$ cat src/sv/isms_pkg.sv
`timescale 1ns / 1ps
// ----------------------------------------------------------------------------
// isms_pkg: shared types and constants for the interval set merge table
// Result status codes, cell command codes and the flag group passed between
// neighboring cells.
// ----------------------------------------------------------------------------
package isms_pkg;

	// Fixed field widths of the item ports.
	localparam int PORT_VALUE_W = 48;
	localparam int PORT_ENTRY_W = 9;
	localparam int PORT_COVER_W = 49;

	// Result status codes.
	typedef enum logic [1:0] {
		ST_OK     = 2'd0,
		ST_REJECT = 2'd1,
		ST_FULL   = 2'd2
	} status_t;

	// Command broadcast to every cell of the chain.
	typedef enum logic [2:0] {
		OP_HOLD,
		OP_ROTATE,
		OP_INSERT,
		OP_MERGE,
		OP_SHIFT
	} cell_op_t;

	// Flags a cell hands to its right-hand neighbor.
	typedef struct packed {
		logic lower;
		logic touch;
	} cell_flags_t;

endpackage

$ cat src/sv/isms_ctrl.sv
`timescale 1ns / 1ps
// ----------------------------------------------------------------------------
// isms_ctrl: sequencer for the range chain
// Scans the rotating chain at its head, decides insert or merge, steps the
// close-up shifts, keeps count and coverage, and holds the result register.
// ----------------------------------------------------------------------------
module isms_ctrl #(
	parameter int VALUE_WIDTH = 48,
	parameter int MAX_RANGES = 256,
	parameter int CNT_W = 9,
	parameter int POS_W = 8
) (
	input  logic                   clk,
	input  logic                   arst_n,
	input  logic                   in_valid,
	output logic                   in_stall,
	input  logic                   opcode,
	input  logic [VALUE_WIDTH-1:0] lo_in,
	input  logic [VALUE_WIDTH-1:0] hi_in,
	input  logic [VALUE_WIDTH-1:0] val_in,
	output logic                   out_valid,
	input  logic                   out_stall,
	output isms_pkg::status_t      status_o,
	output logic                   found_o,
	output logic [CNT_W-1:0]       entry_o,
	output logic [VALUE_WIDTH:0]   cover_o,
	output isms_pkg::cell_op_t     op,
	output logic [CNT_W-1:0]       count,
	output logic [VALUE_WIDTH-1:0] key_lo,
	output logic [VALUE_WIDTH-1:0] key_hi,
	output logic [VALUE_WIDTH-1:0] mrg_lo,
	output logic [VALUE_WIDTH-1:0] mrg_hi,
	input  logic [VALUE_WIDTH-1:0] head_lo,
	input  logic [VALUE_WIDTH-1:0] head_hi
);

	typedef enum logic [2:0] {
		S_IDLE,
		S_SCAN,
		S_APPLY,
		S_SHIFT,
		S_SUM,
		S_RESP
	} state_t;

	state_t                 state_q;
	logic                   query_q;
	logic [VALUE_WIDTH-1:0] key_lo_q;
	logic [VALUE_WIDTH-1:0] key_hi_q;
	logic [VALUE_WIDTH-1:0] val_q;
	logic [VALUE_WIDTH-1:0] mrg_lo_q;
	logic [VALUE_WIDTH-1:0] mrg_hi_q;
	logic [POS_W-1:0]       pos_q;
	logic [CNT_W-1:0]       hits_q;
	logic [CNT_W-1:0]       shift_q;
	logic [CNT_W-1:0]       count_q;
	logic [VALUE_WIDTH:0]   sum_q;
	logic [VALUE_WIDTH:0]   tlen_q;
	logic [VALUE_WIDTH:0]   len_q;
	logic                   found_q;
	isms_pkg::status_t      status_q;

	logic                   out_valid_q;
	isms_pkg::status_t      status_o_q;
	logic                   found_o_q;
	logic [CNT_W-1:0]       entry_o_q;
	logic [VALUE_WIDTH:0]   cover_o_q;

	logic                   head_live;
	logic                   head_touch;
	logic                   head_hit;
	logic [VALUE_WIDTH:0]   head_hi_p1;
	logic [VALUE_WIDTH:0]   key_hi_p1;
	logic                   full;
	logic                   out_free;
	logic                   resp_go;

	assign head_live  = CNT_W'(pos_q) < count_q;
	assign head_hi_p1 = {1'b0, head_hi} + 1'b1;
	assign key_hi_p1  = {1'b0, key_hi_q} + 1'b1;
	assign head_touch = head_live && ({1'b0, key_lo_q} <= head_hi_p1) &&
		({1'b0, head_lo} <= key_hi_p1);
	assign head_hit   = head_live && query_q && (val_q >= head_lo) && (val_q <= head_hi);
	assign full       = (hits_q == '0) && (count_q == CNT_W'(MAX_RANGES));
	assign out_free   = !out_valid_q || !out_stall;
	assign resp_go    = (state_q == S_RESP) && out_free;

	always_comb begin
		case (state_q)
			S_SCAN:  op = isms_pkg::OP_ROTATE;
			S_APPLY: begin
				if (full) begin
					op = isms_pkg::OP_HOLD;
				end else if (hits_q == '0) begin
					op = isms_pkg::OP_INSERT;
				end else begin
					op = isms_pkg::OP_MERGE;
				end
			end
			S_SHIFT: op = isms_pkg::OP_SHIFT;
			default: op = isms_pkg::OP_HOLD;
		endcase
	end

	assign in_stall  = state_q != S_IDLE;
	assign out_valid = out_valid_q;
	assign status_o  = status_o_q;
	assign found_o   = found_o_q;
	assign entry_o   = entry_o_q;
	assign cover_o   = cover_o_q;
	assign count     = count_q;
	assign key_lo    = key_lo_q;
	assign key_hi    = key_hi_q;
	assign mrg_lo    = mrg_lo_q;
	assign mrg_hi    = mrg_hi_q;

	always_ff @(posedge clk or negedge arst_n) begin
		if (!arst_n) begin
			state_q     <= S_IDLE;
			query_q     <= 1'b0;
			key_lo_q    <= '0;
			key_hi_q    <= '0;
			val_q       <= '0;
			mrg_lo_q    <= '0;
			mrg_hi_q    <= '0;
			pos_q       <= '0;
			hits_q      <= '0;
			shift_q     <= '0;
			count_q     <= '0;
			sum_q       <= '0;
			tlen_q      <= '0;
			len_q       <= '0;
			found_q     <= 1'b0;
			status_q    <= isms_pkg::ST_OK;
			out_valid_q <= 1'b0;
			status_o_q  <= isms_pkg::ST_OK;
			found_o_q   <= 1'b0;
			entry_o_q   <= '0;
			cover_o_q   <= '0;
		end else begin
			if (resp_go) begin
				out_valid_q <= 1'b1;
			end else if (!out_stall) begin
				out_valid_q <= 1'b0;
			end
			case (state_q)
				S_IDLE: begin
					if (in_valid) begin
						query_q  <= opcode;
						key_lo_q <= lo_in;
						key_hi_q <= hi_in;
						val_q    <= val_in;
						mrg_lo_q <= lo_in;
						mrg_hi_q <= hi_in;
						pos_q    <= '0;
						hits_q   <= '0;
						tlen_q   <= '0;
						found_q  <= 1'b0;
						status_q <= (!opcode && (lo_in > hi_in)) ?
							isms_pkg::ST_REJECT : isms_pkg::ST_OK;
						if (!opcode && (lo_in > hi_in)) begin
							state_q <= S_RESP;
						end else begin
							state_q <= S_SCAN;
						end
					end
				end
				S_SCAN: begin
					// accumulate over the range now at the head of the chain
					if (head_touch) begin
						hits_q <= hits_q + 1'b1;
						tlen_q <= tlen_q + ({1'b0, head_hi} - {1'b0, head_lo} + 1'b1);
						if (head_lo < mrg_lo_q) begin
							mrg_lo_q <= head_lo;
						end
						if (head_hi > mrg_hi_q) begin
							mrg_hi_q <= head_hi;
						end
					end
					if (head_hit) begin
						found_q <= 1'b1;
					end
					pos_q <= pos_q + 1'b1;
					if (pos_q == POS_W'(MAX_RANGES - 1)) begin
						state_q <= query_q ? S_RESP : S_APPLY;
					end
				end
				S_APPLY: begin
					if (full) begin
						status_q <= isms_pkg::ST_FULL;
						state_q  <= S_RESP;
					end else if (hits_q == '0) begin
						count_q <= count_q + 1'b1;
						len_q   <= {1'b0, key_hi_q} - {1'b0, key_lo_q} + 1'b1;
						state_q <= S_SUM;
					end else begin
						count_q <= count_q - hits_q + 1'b1;
						sum_q   <= sum_q - tlen_q;
						len_q   <= {1'b0, mrg_hi_q} - {1'b0, mrg_lo_q} + 1'b1;
						shift_q <= hits_q - 1'b1;
						state_q <= (hits_q == CNT_W'(1)) ? S_SUM : S_SHIFT;
					end
				end
				S_SHIFT: begin
					// close the gap left by absorbed ranges, one place a cycle
					shift_q <= shift_q - 1'b1;
					if (shift_q == CNT_W'(1)) begin
						state_q <= S_SUM;
					end
				end
				S_SUM: begin
					sum_q   <= sum_q + len_q;
					state_q <= S_RESP;
				end
				S_RESP: begin
					if (out_free) begin
						status_o_q  <= status_q;
						found_o_q   <= found_q;
						entry_o_q   <= count_q;
						cover_o_q   <= sum_q;
						state_q     <= S_IDLE;
					end
				end
				default: state_q <= S_IDLE;
			endcase
		end
	end

endmodule

$ cat config.mk
export PLATFORM = sky130hd
export DESIGN_NAME = isms_ctrl
export DESIGN_NICKNAME = d
export VERILOG_FILES = /design/src/sv/isms_pkg.sv /design/src/sv/isms_ctrl.sv
export SDC_FILE = /design/constraint.sdc
export NUM_CORES = 2
export LEC_CHECK = 0
export BUFFER_PORTS_ARGS = -buffer_cell sky130_fd_sc_hd__buf_2
export CAP_MARGIN = 5
export CORE_UTILIZATION = 56
export CTS_CLUSTER_SIZE = 14
export DETAILED_ROUTE_END_ITERATION = 6
export PLACE_DENSITY = 0.82
export SETUP_SLACK_MARGIN = 0.1
export SLEW_MARGIN = 25
export SYNTH_ARGS = -nofsm -noshare
export SYNTH_HDL_FRONTEND = slang
export SYNTH_SLANG_ARGS = --single-unit
$ cat constraint.sdc
create_clock -name clk -period 6.9 [get_ports clk]
set_clock_uncertainty 0.1 [all_clocks]
set_input_delay 1.38 -clock clk [delete_from_list [all_inputs] [get_ports clk]]
set_output_delay 1.38 -clock clk [all_outputs]
set_load 0.005 [all_outputs]
After elaboration in Yosys (flattened, before gate mapping)
Index checks and enable logic that the tools add are counted.

Output and inout bits: 267. Register bits after elaboration: 491. Input port bits: 245.

Reduce and logical (&&, ||, !) cells: 31. Muxes and demuxes: 46. Equal/unequal tests: 21. $add $sub $neg: 18. Bitwise operators: 1. $lt $le $gt $ge: 8.

Operator list (number): two-way mux 48 bit (6); two-way mux 49 bit (5); one-hot mux 49 bit (2 select lines) (2); one-hot mux 48 bit (2 select lines) (2); adder 49 x 1 -> 49 bit (second input constant) (3); subtractor 48 x 48 -> 49 bit (3); adder 48 x 1 -> 49 bit (second input constant) (2); adder 49 bit (2); less-or-equal comparator 48 x 49 -> 1 bit (2); greater-than comparator 48 bit (2); subtractor 49 bit (1); >= comparator 48 bit (1); less-or-equal comparator 48 bit (1); less-than comparator 48 bit (1); two-way mux 9 bit (5); one-hot mux 9 bit (2 select lines) (2); adder 9 x 1 -> 9 bit (second input constant) (3); two-way mux 3 bit (9); != test 2 bit (second input constant) (11); equality test 9 x 1 -> 1 bit (second input constant) (2); one-hot mux 3 bit (6 select lines) (1); subtractor 9 x 1 -> 9 bit (second input constant) (2); one-hot mux 8 bit (2 select lines) (1); AND reduction 3 bit (5); other kinds (25) (51).

Longest topological paths before layout
Depth after elaboration: 6. Depth in mapped cells: 23. Gate-level depth less buffers: 21.

Least setup slack after synthesis
OpenSTA, ideal clock, no wires.

Path kind: in2reg. From: input port head_hi[7]. To: register mrg_lo_q[29], in the netlist mrg_lo[29]. Stages on the path: 19. Setup slack: 0.839 ns. Path buffers: 2. Data arrival time: 5.824 ns. Setup time: 0.137 ns. Cell sequence: inv_1 or3_1 nor3_1 nand3_1 nor4_1 nand4_1 xnor2_1 ha_1 nand3_1 or4_1 or4_1 o21ai_0 a211oi_1 a211oi_2 nand4_1 clkbuf_1 buf_2 o22ai_1 a2bb2oi_1.

Cells in the longest elaborated chain, start to end: 6.

Ends and longest elaborated chain: from (decl) (RTL line isms_ctrl.sv:34) `input logic [VALUE_WIDTH-1:0] head_hi`; adder 48 x 1 -> 49 bit (RTL line isms_ctrl.sv:79) `assign head_hi_p1 = {1'b0, head_hi} + 1'b1;`; less-or-equal comparator 48 x 49 -> 1 bit (RTL line isms_ctrl.sv:81) `assign head_touch = head_live && ({1'b0, key_lo_q} <= head_hi_p1) &&`; logical AND 1 bit (2 in a row) (RTL line isms_ctrl.sv:81); != test 2 bit (no line); AND reduction 4 bit (no line); to (signal assigned) (RTL line isms_ctrl.sv:153) `mrg_lo_q <= lo_in;`; to (signal assigned) (RTL line isms_ctrl.sv:174) `mrg_lo_q <= head_lo;`; to (decl) (RTL line isms_ctrl.sv:51) `logic [VALUE_WIDTH-1:0] mrg_lo_q;`.

No other way between the ends. A chain may end at the register's enable or synchronous reset.

Worst setup path in the final report
From: register key_hi_q[4], in the netlist key_hi[4]. To: register tlen_q[11].

Cells in the longest elaborated chain, start to end: 5.

Ends and longest elaborated chain: from (decl) (RTL line isms_ctrl.sv:49) `logic [VALUE_WIDTH-1:0] key_hi_q;`; from (signal assigned) (RTL line isms_ctrl.sv:151) `key_hi_q <= hi_in;`; adder 48 x 1 -> 49 bit (RTL line isms_ctrl.sv:80) `assign key_hi_p1 = {1'b0, key_hi_q} + 1'b1;`; less-or-equal comparator 48 x 49 -> 1 bit (RTL line isms_ctrl.sv:82) `({1'b0, head_lo} <= key_hi_p1);`; logical AND 1 bit (RTL line isms_ctrl.sv:81); != test 2 bit (no line); AND reduction 3 bit (no line); to (signal assigned) (RTL line isms_ctrl.sv:172) `tlen_q <= tlen_q + ({1'b0, head_hi} - {1'b0, head_lo} + 1'b1);`; to (decl) (RTL line isms_ctrl.sv:58) `logic [VALUE_WIDTH:0] tlen_q;`.

No other way between the ends.

==> results.toml <==
[clocking]
ctsResizeCount = 0
htree_levels = 2
clk-insertion-delay-late_ns = 0.66
postCtsHoldBufs = 0
cts.sinks = 491
clk_path_buf_depth = 3
postCtsSetupRepairBufs = 0
cts_buffers = 56
cts.clk_slew.worst_paths_ns = 0.06
cts_tree = "yes"
ctsRootBufferMaster = "clkbuf_16"

[timing]
hold-worst-slack_ns = 0.3789
tightest_slew_ns = 1.031
grt_setup_unrepaired = "no"
period_needed_ns = 6.292
timing.fmax_mhz = 158.9
setup_ws_ns = 0.6077
maxSlewViolCount = 0
setup_viol = 0
hold_violations = 0
max_slew_margin = 0.3066
period_share = 0.9119
finalSetupTns_ns = 0

[synthesis]
syn_inst = 5306
netlist_area_sq_um = 44270
syn-num-nets = 6259
avgSynthCellArea_sq_um = 8.344
synth_area_leaders = "dfrtp_1 (28%), ha_1 (19%), nand2_1 (6.0%)"
ys_ff_latch = 491
synth_cell_types = 88
async_flop_share = 1.000
synth_ff_type = "dfrtp_1"
synth_top_cell_area_share = 0.2775
synth_area_leader_cell = "dfrtp_1"
synth-edff-count = 0
yosys_warnings = 0
yosysSeqAreaShare = 0.2775

[place]
gp_congestion = 1.095
place_area_sq_um = 48040
dp_hpwl_um = 138600
pre_cts_ws_ns = 0.1625
portBuffers = 511

[floorplan]
io-pin-count = 512
core-area_sq_um = 77850
die_y_um = 283.2
start_util = 0.5687
row_count = 102
fp.dieArea_sq_um = 80190
dieWidth_um = 283.2

[global_routing]
track_usage = 0.4132
grt_first_pass_wirelength_um = 252600
first_global_vias = 41220
grt_max_degree = 193
overflow = 0
antenna_found_initial = 17

[drt]
drt_iter0_drc = 5474
drtAntennaViolNets = 0
wl_per_cell_um = 24.88
firstDrtPassIters = 7
wl_um = 170300
vias = 43720
vias_per_cell = 6.387
drc = 6

[pwr]
vdd_drop_max_mv = 0.1343
leakagePower_nw = 25.57
power_density_nw_per_um2 = 142.9
p_seq_frac = 0.404
clkPwrFrac = 0.443
p_sw_frac = 0.2867
combPwrFrac = 0.153
internal_power_mw = 5.095
switching_power_mw = 2.048

[job]
max_cap_violations = 0

[cells_and_area]
drive_gt1_frac = 0.1336
layout_common_cells = "nand2_1 (709), ha_1 (656), inv_1 (523)"
final_util = 0.6422
stdcell_area_sq_um = 49990
final_common_cell = "nand2_1"
areaGrowthSynthToFinish_pct = 12.92
nNetsFinal = 6700

[outcome]
violations = "design-rule violations"
status = "complete, but fails checks"

[critical_path]
path_class = "register to register"
critPathRequiredTime_ns = 7.36
path_max_fanout = 26
rr_worst_depth = 24
start_kind = "register"
setup.worst_path.end_class = "register"
worstPathArrival_ns = 6.75

[min_path]
worstHoldPathCells = 2
hold_class = "register to register"
-- power by group through the flow --
stage	registers, mW	clock network [mW]	logic, mW
2_1_floorplan	2.94	0	0.609
3_3_place_gp	2.94	0	1.04
3_5_place_dp	2.94	0	1.05
4_1_cts	2.88	3.17	1.06
5_1_grt	2.88	3.28	1.19
6_report	2.88	3.17	1.09
-- path summary, 6_finish.rpt --
path / start / end / slack, ns
setup reg to reg: key_hi[4]$_DFFE_PN0P_ / tlen_q[11]$_DFFE_PN0P_ / 0.61
max in group asynchronous: arst_n / len_q[43]$_DFFE_PN0P_ / 4.80
hold reg to reg: entry_o[1]$_DFFE_PN0P_ / entry_o[1]$_DFFE_PN0P_ / 0.38
hold / removal: entry_o[1]$_DFFE_PN0P_ / entry_o[1]$_DFFE_PN0P_ / 0.38
setup / recovery: key_hi[4]$_DFFE_PN0P_ / tlen_q[11]$_DFFE_PN0P_ / 0.61
min in group asynchronous: arst_n / cover_o[6]$_DFFE_PN0P_ / 0.66
-- per-layer routing --
metal / vias up / global-route usage / routed length [um]
li1: 19770 / - / -
met1: 20800 / 0.5716 / 69770
met2: 2654 / 0.5996 / 69830
met3: 481 / 0.1094 / 21500
met4: 10 / 0.1914 / 9142
met5: - / 0 / 59
-- cells in the mapped netlist, types with 13 or more instances --
library cell / instances
a211o_1: 13
o221a_1: 47
o21bai_1: 29
a21oi_1: 331
o21ai_1: 67
mux2_2: 55
a211oi_1: 43
dfrtp_1: 491
nand3_1: 133
and3_1: 40
clkbuf_1: 155
o211ai_1: 31
o22ai_1: 78
nor2b_1: 36
ha_1: 656
nand4_1: 123
or3_1: 19
and2_1: 19
a21o_1: 221
xor2_1: 115
fa_1: 52
buf_1: 21
nor2_1: 236
nor4_1: 32
or2_2: 13
a2bb2oi_1: 49
o31ai_1: 19
o21ai_0: 389
xnor2_1: 190
nand2b_1: 36
nand2_1: 712
inv_1: 523
o21a_1: 33
a31oi_1: 31
nor3_1: 72
-- cell families after synthesis --
logic type,count (synthesis),share of synthesized area
adders and majority gates,708,0.2089
xor gates and xnor gates,305,0.06034
muxes,61,0.01535
buffers and inverters,717,0.06198
DFF,491,0.2775
AOI/OAI and AO/OA,1495,0.2152
and+or+nand+nor,1529,0.1607
-- flip-flops by register name (all words and copies together) (netlist names), 48 cells and up --
name / count
sum_q: 49
len_q: 49
mrg_lo: 48
tlen_q: 49
mrg_hi: 48
val_q: 48
cover_o: 49
key_lo: 48
key_hi: 48
-- per-stage QoR --
step	power, mW	cells
2_1_floorplan	3.545	5306
4_1_cts	7.112	6832
3_5_place_dp	3.984	6728
5_1_grt	7.353	6844
3_3_place_gp	3.974	6728
6_report	7.143	6845
-- final cells by class --
cell class / count / area (sq um)
tap: 1040 / 1301
inverter: 526 / 1974
clock inverter: 25 / 331.6
multi-input combinational: 4098 / 29320
clock buffer: 79 / 1569
fill: 6851 / 27860
timing repair buffer: 574 / 3186
sequential: 491 / 12290
antenna: 12 / 30.03
-- critical path: stages (launching register included) --
cell and delay, ns:
dfrtp_1 0.53, and3_1 0.31, nand4_1 0.23, nor3_1 0.60, nand2_1 0.20, nor2_1 0.28
nand2_1 0.13, nor2_1 0.36, nand3_1 0.18, xor2_1 0.19, ha_1 0.31, nand4_1 0.15
nor4_1 0.30, buf_4 0.19, nand3_1 0.09, nor2_1 0.17, a21oi_1 0.09, a21oi_1 0.46
a211oi_2 0.14, buf_4 0.22, buf_4 0.19, nand2_2 0.24, buf_4 0.33, nand3_1 0.11
o21ai_1 0.11
(Power assumes the default switching activity.)
