$ cat src/sv/isms_pkg.sv
`timescale 1ns / 1ps
// ----------------------------------------------------------------------------
// isms_pkg: shared types and constants for the interval set merge table
// Result status codes, cell command codes and the flag group passed between
// neighboring cells.
// ----------------------------------------------------------------------------
package isms_pkg;

	// Fixed field widths of the item ports.
	localparam int PORT_VALUE_W = 48;
	localparam int PORT_ENTRY_W = 9;
	localparam int PORT_COVER_W = 49;

	// Result status codes.
	typedef enum logic [1:0] {
		ST_OK     = 2'd0,
		ST_REJECT = 2'd1,
		ST_FULL   = 2'd2
	} status_t;

	// Command broadcast to every cell of the chain.
	typedef enum logic [2:0] {
		OP_HOLD,
		OP_ROTATE,
		OP_INSERT,
		OP_MERGE,
		OP_SHIFT
	} cell_op_t;

	// Flags a cell hands to its right-hand neighbor.
	typedef struct packed {
		logic lower;
		logic touch;
	} cell_flags_t;

endpackage

$ cat src/sv/isms_cell.sv
`timescale 1ns / 1ps
// ----------------------------------------------------------------------------
// isms_cell: one table entry of the range chain
// Holds one range and moves it to or from its neighbors on command.
// ----------------------------------------------------------------------------
module isms_cell #(
	parameter int VALUE_WIDTH = 48,
	parameter int CNT_W = 9,
	parameter int IDX = 0
) (
	input  logic                     clk,
	input  logic                     arst_n,
	input  isms_pkg::cell_op_t       op,
	input  logic [CNT_W-1:0]         count,
	input  logic [VALUE_WIDTH-1:0]   key_lo,
	input  logic [VALUE_WIDTH-1:0]   key_hi,
	input  logic [VALUE_WIDTH-1:0]   mrg_lo,
	input  logic [VALUE_WIDTH-1:0]   mrg_hi,
	input  logic [VALUE_WIDTH-1:0]   left_lo,
	input  logic [VALUE_WIDTH-1:0]   left_hi,
	input  logic [VALUE_WIDTH-1:0]   right_lo,
	input  logic [VALUE_WIDTH-1:0]   right_hi,
	input  isms_pkg::cell_flags_t    left_flags,
	output isms_pkg::cell_flags_t    flags,
	output logic [VALUE_WIDTH-1:0]   lo,
	output logic [VALUE_WIDTH-1:0]   hi
);

	logic [VALUE_WIDTH-1:0] lo_q;
	logic [VALUE_WIDTH-1:0] hi_q;
	logic                   mark_q;
	logic                   occupied;
	logic                   first;
	logic [VALUE_WIDTH:0]   hi_p1;
	logic [VALUE_WIDTH:0]   key_hi_p1;

	assign occupied  = CNT_W'(IDX) < count;
	assign hi_p1     = {1'b0, hi_q} + 1'b1;
	assign key_hi_p1 = {1'b0, key_hi} + 1'b1;

	// lower: this range ends more than one below the key
	// touch: this range overlaps or borders the key
	assign flags.lower = occupied && (hi_p1 < {1'b0, key_lo});
	assign flags.touch = occupied && ({1'b0, key_lo} <= hi_p1) &&
		({1'b0, lo_q} <= key_hi_p1);
	assign first = flags.touch && !left_flags.touch;

	assign lo = lo_q;
	assign hi = hi_q;

	always_ff @(posedge clk) begin
		case (op)
			isms_pkg::OP_ROTATE: begin
				lo_q <= right_lo;
				hi_q <= right_hi;
			end
			isms_pkg::OP_INSERT: begin
				if (!flags.lower) begin
					if (left_flags.lower) begin
						lo_q <= key_lo;
						hi_q <= key_hi;
					end else begin
						lo_q <= left_lo;
						hi_q <= left_hi;
					end
				end
			end
			isms_pkg::OP_MERGE: begin
				if (first) begin
					lo_q <= mrg_lo;
					hi_q <= mrg_hi;
				end
			end
			isms_pkg::OP_SHIFT: begin
				if (mark_q) begin
					lo_q <= right_lo;
					hi_q <= right_hi;
				end
			end
			default: begin
			end
		endcase
	end

	// Mark every cell past the merged one; those close up the gap.
	always_ff @(posedge clk or negedge arst_n) begin
		if (!arst_n) begin
			mark_q <= 1'b0;
		end else if (op == isms_pkg::OP_MERGE) begin
			mark_q <= !flags.lower && !first;
		end
	end

endmodule

$ cat config.mk
export PLATFORM = sky130hd
export DESIGN_NAME = isms_cell
export DESIGN_NICKNAME = d
export VERILOG_FILES = /design/src/sv/isms_pkg.sv /design/src/sv/isms_cell.sv
export SDC_FILE = /design/constraint.sdc
export NUM_CORES = 1
export LEC_CHECK = 0
export BUFFER_PORTS_ARGS = -buffer_cell sky130_fd_sc_hd__buf_2
export CAP_MARGIN = 5
export CORE_AREA = 2 2 194 196
export DETAILED_ROUTE_END_ITERATION = 7
export DIE_AREA = 0 0 196 198
export PLACE_DENSITY = 0.59
export SYNTH_ARGS = -nofsm -noshare
export SYNTH_HDL_FRONTEND = slang
export SYNTH_SLANG_ARGS = --single-unit
export TNS_END_PERCENT = 50
$ cat constraint.sdc
create_clock -name clk -period 7.9 [get_ports clk]
set_clock_uncertainty 0.15 [all_clocks]
set_input_delay 0 -clock clk [delete_from_list [all_inputs] [get_ports clk]]
set_output_delay 0 -clock clk [all_outputs]
set_load 0.01 [all_outputs]
; ---- After elaboration in Yosys (flattened, before gate mapping)
; Index checks and enable logic that the tools add are counted.
[word_totals]
reg_bits = 97
latchBits = 0
ram_bits = 0
romBits = 0
inputBits = 400
output_inout_bits = 98
word_cells = 36
n_memories = 0
[op_classes]
add_sub_neg = 2
n_mul = 0
div = 0
order_cmp = 4
eq_ne = 7
shifts = 0
muxes = 10
bitwise_logic = 0
reduce_logical = 10
[op_table]
columns = op, count
row1 = $mux 48, 8
row2 = $pmux 48 s4, 2
row3 = $add 48x1->49 const B, 2
row4 = $le 48x49->1, 2
row5 = $lt 49x48->1, 1
row6 = $lt 1x9->1 const A, 1
row7 = $eq 3x2->1 const B, 2
row8 = $ne 2x2->1 const B, 3
row9 = $logic_and 1x1->1, 5
row10 = $reduce_and 4->1, 1
row11 = $reduce_bool 4->1, 1
row12 = $eq 3x1->1 const B, 1
row13 = $eq 3x3->1 const B, 1
row14 = $logic_not 1->1, 3

; ---- Depth between registers and ports, before layout
; Gate-level depths: netlist (run 1).
[depth]
word_depth = 7
depth_mapped = 18
ltp_nobuf = 17

; ---- Worst setup path before layout (run 1)
; Ideal clock, no wire load.
[synth_path]
path_kind = register to register
start = register hi_q[10] (netlist: hi[10])
end = register hi_q[0] (netlist: hi[0]) (enable)
setup_ns = 0.603
arrival_time_ns = 7.719
required_ns = 7.147
setup_slack_ns = -0.572
stages_incl_launch_ff = 18
n_path_buf = 0
synth_period_minus_slack_ns = 8.472
path_cell_list = edfxtp_1 nand4_1 nor2_1 and4_1 and3_2 nand3_2 nor3_4 nand3_1 xor2_1 ha_1 nand3_1 nor3_1 a221oi_1 o311ai_0 inv_1 a221o_2 nand3_1 a32oi_1
[synth_via]
elab_chain_cells = 7
elab_cells_between_ends = 10
classes_between = 1 x add/sub / 2 x order compare / 2 x eq/ne / 5 x reduce/logical
[synth_rtl]
columns = item, line
row1 = from (decl), isms_cell.sv:30  ; logic [VALUE_WIDTH-1:0] hi_q;
row2 = from (signal assigned), isms_cell.sv:55  ; hi_q <= right_hi;
row3 = from (signal assigned), isms_cell.sv:61  ; hi_q <= key_hi;
row4 = from (signal assigned), isms_cell.sv:64  ; hi_q <= left_hi;
row5 = $add 48x1->49 (*), isms_cell.sv:38  ; assign hi_p1 = {1'b0, hi_q} + 1'b1;
row6 = $le 48x49->1, isms_cell.sv:44  ; assign flags.touch = occupied && ({1'b0, key_lo} <= hi_p1) &&
row7 = $logic_and 1x1->1 (2 in a row), isms_cell.sv:44
row8 = $logic_and 1x1->1, isms_cell.sv:46  ; assign first = flags.touch && !left_flags.touch;
row9 = $ne 2x2->1 (no source line), -
row10 = $reduce_and 4->1 (no source line) (*), -
; Every way passes the cells marked *; elsewhere a longest branch is shown, timed or not.
; A chain may end at the register's enable or synchronous reset.

; ---- Final worst setup path (run 1)
[layout_path]
start = register hi_q[12] (netlist: hi[12])
end = register hi_q[16] (netlist: hi[16]) (enable)
; The elaborated chain is that of the path after synthesis.

==> results.tsv, run 1 <==
metric	value	unit
Hold Path End	hi[30]$_DFFE_PP_	
die width	196	um
nets@finish	2266	
syn avg cell area	8.35	um2
clock slew seen by the registers of the worst setup and hold paths	0.07	ns
Critical Path End Type	flop	
crit path DAT	5.38	ns
largest net degree at the start of global routing	104	
failing checks	hold timing	
initial antenna violation count	11	
number of global-route vias before repair	10900	
#FFs+latches synth	97	
relative slew slack	32.9	%
setup bufs post-CTS	0	
startpoint types	flop	
TritonCTS clock tree	built	
DP Wirelength	42.4	mm
DIE HEIGHT	198	um
ys flop type	edfxtp_1	
Synth top area share	29.6	%
post-synthesis cell count	1166	
top post-synthesis cells by area	edfxtp_1 (30%), ha_1 (13%), mux2i_1 (9.9%)	
Reg2Reg Launch Point	hi[12]$_DFFE_PP_	
via count	11600	
Iteration-0 DRC Markers	1000	
Mapped Area	9740	um2
CTS resizes	0	
Period minus WS final	5.53	ns
final hold viol count	1	
share of layout cells above drive strength 1	30.2	%
total congestion overflow	0	
reg2reg path depth	16	
most common cell in the netlist	nand2_1	
Vias/cell	5.13	
min-delay src	mrg_hi[30]	
fraction of registers with async set/reset	1.03	%
yosys warns	0	
fin area	14400	um2
CTS sink count	97	
post-place instance area	12700	um2
DRC Markers	0	
Final setup viols	0	
crit-path max cell delay	0.79	ns
Initial Utilization	26.4	%
crit path cell chain	nand4_1, nor2_1, and4_1, and3_2, nand3_2, nor3_4, nand3_1, xor2_1, ha_1, nand4_1, nor4_1, and4_1, a221o_2, nand3_1, a32oi_4, buf_12	
Leak	6.67	nW
Core Area	37000	um2
WL/cell	22.6	um
max-slew violations	0	
Final ANT Viol Nets	0	
Slew @ Worst Pin	1.01	ns
CP Data Required Time	7.75	ns
CP max FO	78	
WHS Path Cells	3	
DRT Pass-1 Iters	5	
CTS Buf Count	9	
register area share after synthesis	29.9	%
Max Fclk	0.181	GHz
unrepaired setup endpoints after global routing	no	
Clock Latency Late Sink	0.37	ns
status	finished, violations left	
Post-synth EDFFs	96	
clk root buf	clkbuf_16	
GR Util All Layers	25.2	%
area grow syn2layout	48.3	%
syn_nets	1664	
FP Rows	71	
final WL	51.0	mm
Top Ports	498	
Reg2Reg Setup Slack	2.37	ns
TNS Setup	0	ns
first-pass GRT wire length	70.9	mm
Max Cap Violations	0	
Synth top cells by count	nand2_1 (157), a21oi_1 (132), nor2_1 (121)	
Max VDD drop	0.102	mV
Synth cell types	56	
hold_buf cts	143	
Min Hold Slack	-0.00254	ns
I/O Buffers	497	
post-synth top area cell	edfxtp_1	
die area	38800	um2
Pwr per Cell Area	129	nW/um2
Reg2Reg Capture Point	hi[16]$_DFFE_PP_	
CTS H-Tree Depth	3	
type of the worst setup path	flop to flop	
clock buffer depth	2	
final worst-path cycle share	70.0	%
CP max-delay cell	a32oi_4	
gp weighted congestion	1.04	
worst min path class	input port to flop	
per-stage QoR:
stage          std cells  total power [mW]  utilization, %  hold WS [ns]  setup slack [ns]
6_report            2254              1.86            39.1      -0.00254              2.37
5_1_grt             2253              1.96            39.1       0.00752              1.95
4_1_cts             2246              1.86            39.0       0.00145              2.32
3_5_place_dp        2087              1.33            34.4        -0.351              2.35
3_3_place_gp        2087              1.33            34.4        -0.346              2.44
2_1_floorplan       1166              1.00               -        -0.446              1.36
report_power, final:
part	switching, mW	internal [mW]
Clock	0.213	0.243
Sequential	0.0597	0.636
Combinational	0.394	0.312
logic make-up (layout without fill, tap and decap cells):
family / Yosys count / in the layout / synth area share (%)
DFF: 97 / 97 / 29.9
AOI/OAI and AO/OA: 279 / 279 / 15.4
adders and majority gates: 98 / 98 / 12.6
xor gates and xnor gates: 92 / 92 / 8.27
other: 0 / 7 / 0
buffers and inverters: 72 / 679 / 2.86
and+or+nand+nor: 432 / 432 / 21.2
muxes: 96 / 96 / 9.87
per-layer routing:
metal	global-route usage, %	vias up	routed length (um)
li1	-	5465	-
met1	35.3	5484	23100
met2	38.0	546	22300
met3	7.17	71	4680
met4	6.31	4	951
met5	0	-	18
cells in the final DEF, fill, tap and decap left out, types with 2 or more instances in the layout:
cell type | netlist | final
a2111oi_0 | 2 | 2
a211oi_1 | 5 | 5
a21o_1 | 7 | 7
a21oi_1 | 132 | 132
a221oi_1 | 2 | 2
a31oi_1 | 2 | 2
and2_1 | 6 | 6
and3_1 | 21 | 21
and4_1 | 6 | 6
and4_4 | 4 | 4
buf_2 | 4 | 495
buf_4 | 1 | 5
buf_6 | 0 | 2
clkbuf_16 | 0 | 9
clkinv_1 | 0 | 3
clkinv_2 | 0 | 2
diode_2 | 0 | 7
dlygate4sd3_1 | 0 | 144
edfxtp_1 | 96 | 96
ha_1 | 98 | 98
inv_1 | 16 | 16
mux2i_1 | 96 | 96
nand2_1 | 157 | 157
nand2b_1 | 3 | 2
nand3_1 | 43 | 43
nand4_1 | 34 | 34
nor2_1 | 121 | 121
nor2b_1 | 4 | 4
nor3_1 | 9 | 9
nor3_2 | 2 | 2
nor4_1 | 8 | 8
o211ai_1 | 2 | 2
o21ai_0 | 116 | 116
o311ai_0 | 2 | 2
xnor2_1 | 26 | 26
xor2_1 | 66 | 66
area by class of cell:
| cell class | count | area (um2) |
|---|---|---|
| Fill cell | 3880 | 22500 |
| Multi-Input combinational cell | 997 | 6580 |
| Timing Repair Buffer | 647 | 4000 |
| Sequential cell | 97 | 2910 |
| Tap cell | 474 | 593 |
| Clock buffer | 9 | 225 |
| Clock inverter | 7 | 60.1 |
| Inverter | 16 | 60.1 |
| Antenna cell | 7 | 17.5 |
registers in the layout (all words and copies together), names as in the netlist:
register	count
mark_q	1
hi	48
lo	48
critical path, delay by kind of cell (launching register included):
kind	cells	cell delay [ns]
AOI/OAI and AO/OA	2	1.00
xor gates and xnor gates	1	0.16
and+or+nand+nor	11	2.57
buffers and inverters	1	0.44
adders and majority gates	1	0.30
DFF	1	0.46
worst max path at each step:
stage | start | to | slack, ns
after floorplan | hi[10]$_DFFE_PP_ | hi[0]$_DFFE_PP_ | 1.36
after global placement | hi[0]$_DFFE_PP_ | hi[23]$_DFFE_PP_ | 2.44
after detailed placement | hi[0]$_DFFE_PP_ | hi[15]$_DFFE_PP_ | 2.35
after CTS | hi[0]$_DFFE_PP_ | hi[9]$_DFFE_PP_ | 2.32
after global routing | hi[10]$_DFFE_PP_ | hi[0]$_DFFE_PP_ | 1.95
final | hi[12]$_DFFE_PP_ | hi[16]$_DFFE_PP_ | 2.37
Power figures use the tool's default switching activity.
==> run 2, diff against run 1 <==
--- a/config.mk
+++ b/config.mk
@@ -5,12 +5,13 @@
 export SDC_FILE = /design/constraint.sdc
 export NUM_CORES = 1
 export LEC_CHECK = 0
+export ABC_AREA = 1
 export BUFFER_PORTS_ARGS = -buffer_cell sky130_fd_sc_hd__buf_2
 export CAP_MARGIN = 5
-export CORE_AREA = 2 2 194 196
+export CORE_AREA = 2 2 192 194
 export DETAILED_ROUTE_END_ITERATION = 7
-export DIE_AREA = 0 0 196 198
-export PLACE_DENSITY = 0.59
+export DIE_AREA = 0 0 194 196
+export PLACE_DENSITY = 0.61
 export SYNTH_ARGS = -nofsm -noshare
 export SYNTH_HDL_FRONTEND = slang
 export SYNTH_SLANG_ARGS = --single-unit
==> constraint.sdc (replaced) <==
create_clock -name clk -period 5.5 [get_ports clk]
set_clock_uncertainty 0.15 [all_clocks]
set_input_delay 0 -clock clk [delete_from_list [all_inputs] [get_ports clk]]
set_output_delay 0 -clock clk [all_outputs]
set_load 0.01 [all_outputs]
==> results.tsv, run 2 <==
metric	value	unit
status	finished, violations left	
failing checks	hold timing	
Critical Path End Type	flop	
TritonCTS clock tree	built	
crit path cell chain	nand3_1, nor2_1, inv_1, nor2_2, nand3_1, inv_1, nand4_1, nor3_1, xnor2_1, ha_1, nand2_1, nor4_1, nand4_1, nand2_2, nor2_1, nand2_1, nand2_1, a21oi_4, buf_4	
I/O Buffers	497	
CTS Buf Count	9	
gp weighted congestion	0.984	
Synth top cells by count	nand2_1 (446), inv_1 (160), ha_1 (98)	
Core Area	36100	um2
Min Hold Slack	-0.0268	ns
Post-synth EDFFs	96	
FP Rows	70	
final hold viol count	1	
relative slew slack	24.4	%
most common cell in the netlist	nand2_1	
post-synth top area cell	edfxtp_1	
Slew @ Worst Pin	1.12	ns
register area share after synthesis	27.4	%
DP Wirelength	52.3	mm
#FFs+latches synth	97	
syn avg cell area	7.40	um2
type of the worst setup path	flop to flop	
worst min path class	input port to flop	
via count	13100	
clock buffer depth	2	
Final ANT Viol Nets	0	
die area	38000	um2
largest net degree at the start of global routing	68	
fraction of registers with async set/reset	1.03	%
max-slew violations	0	
DIE HEIGHT	196	um
syn_nets	1930	
cell mode on critical path	nand2_1	
hold_buf cts	178	
crit path DAT	4.54	ns
grt met1 use	35.9	%
GR Util All Layers	31.8	%
final WL	62.4	mm
commonest non-fill, non-tap cell in the layout	buf_2	
WL/cell	24.4	um
CP max-delay cell	nor4_1	
crit-path max cell delay	0.53	ns
number of global-route vias before repair	13100	
TNS Setup	0	ns
Pwr per Cell Area	182	nW/um2
share of layout cells above drive strength 1	27.5	%
Synth top area share	27.2	%
Max VDD drop	0.149	mV
Iteration-0 DRC Markers	753	
Clock Latency Late Sink	0.38	ns
most frequent cells in the layout	buf_2 (496), nand2_1 (446), dlygate4sd3_1 (180), inv_1 (160), ha_1 (98)	
post-synthesis cell count	1432	
unrepaired setup endpoints after global routing	no	
first-pass GRT wire length	87.3	mm
CP max FO	29	
area grow syn2layout	49.1	%
startpoint types	flop	
final worst-path cycle share	84.7	%
GR peak layer	met2	
Top Ports	498	
Max Fclk	0.215	GHz
initial antenna violation count	5	
Leak	7.72	nW
Initial Utilization	29.4	%
met2 Track Usage GR	57.9	%
clock slew seen by the registers of the worst setup and hold paths	0.08	ns
top post-synthesis cells by area	edfxtp_1 (27%), nand2_1 (16%), ha_1 (12%)	
DRC Markers	0	
Final setup viols	0	
nets@finish	2579	
CP Data Required Time	5.38	ns
Layout Utilization	43.8	%
yosys warns	0	
Max Cap Violations	0	
Mapped Area	10600	um2
CTS sink count	97	
total congestion overflow	0	
CTS H-Tree Depth	3	
setup bufs post-CTS	0	
DRT Pass-1 Iters	4	
Synth cell types	41	
clk root buf	clkbuf_16	
Vias/cell	5.11	
CTS resizes	0	
Period minus WS final	4.66	ns
die width	194	um
ys flop type	edfxtp_1	
M3 GR Usage	4.95	%
-- run 2: cell count changes after synthesis, moves of 9 or more --
| cell | before | now |
|---|---|---|
| nand2_1 | 157 | 446 |
| inv_1 | 16 | 160 |
| o21ai_0 | 116 | 11 |
| a21oi_1 | 132 | 36 |
| o311ai_0 | 2 | 52 |
| mux2i_1 | 96 | 52 |
| o211ai_1 | 2 | 44 |
| nor2_1 | 121 | 86 |
| nand3_1 | 43 | 75 |
| nor3_1 | 9 | 35 |
| and3_1 | 21 | 1 |
| nor2_4 | 0 | 10 |
| nand2_2 | 0 | 9 |
-- run 2: logic make-up (layout without fill, tap and decap cells) --
group,after synthesis,after routing,synth area share [%]
AOI/OAI and AO/OA,152,152,10.3
xor gates and xnor gates,88,88,7.27
adders and majority gates,98,98,11.6
buffers and inverters,216,870,7.76
DFF,97,97,27.4
muxes,52,52,4.91
other,0,3,0
and+or+nand+nor,729,729,30.8
-- run 2: worst max-delay path, delay by kind of cell (launching register included) --
| family | cells | cell delay, ns |
|---|---|---|
| compound gates | 1 | 0.16 |
| xor+xnor | 1 | 0.12 |
| fa+ha+maj | 1 | 0.40 |
| buf+inv | 3 | 0.68 |
| flops | 1 | 0.40 |
| simple gates | 13 | 2.37 |
-- run 2: final timing paths --
check / from / to / slack, ns / cells past startpoint
min in group asynchronous: arst_n / mark_q$_DFFE_PN0N_ / 0.33 / 3
max in group asynchronous: arst_n / mark_q$_DFFE_PN0N_ / 4.77 / 3
setup / recovery: hi[2]$_DFFE_PP_ / hi[14]$_DFFE_PP_ / 0.84 / 19
hold / removal: right_hi[22] / hi[22]$_DFFE_PP_ / -0.03 / 3
hold reg to reg: mark_q$_DFFE_PN0N_ / mark_q$_DFFE_PN0N_ / 0.39 / 2
setup reg to reg: hi[2]$_DFFE_PP_ / hi[14]$_DFFE_PP_ / 0.84 / 19
-- run 2: routing by layer --
metal	up-vias	share of wire, %
met5	-	0.043
met4	4	5.4
met3	101	6.1
met2	613	50
met1	6170	38
li1	6187	-
-- run 2: area by class of cell --
cell class                      count  area, um2
Antenna cell                        3       7.51
Clock buffer                       10        229
Clock inverter                      6        138
Fill cell                        3749      20300
Inverter                          164        618
Multi-Input combinational cell   1119       6900
Sequential cell                    97       2910
Tap cell                          468        586
Timing Repair Buffer              690       4420
-- run 2: stage by stage --
stage	instances	cell area, um2	power, mW	setup slack (ns)	hold WS (ns)
3_3_place_gp	2358	13600	1.92	0.906	-0.372
6_report	2557	15800	2.88	0.843	-0.0268
3_5_place_dp	2358	13600	1.92	0.919	-0.374
2_1_floorplan	1432	10600	1.41	0.402	-0.446
5_1_grt	2555	15800	3.02	0.578	0.00284
4_1_cts	2552	15800	2.89	0.883	0.00246
-- run 2: power by group --
group	internal, mW	switching [mW]	leakage [nW]
sequential	0.904	0.0913	0.934
combinational	0.453	0.595	6.61
clock	0.495	0.341	0.177
total	1.85	1.03	7.72
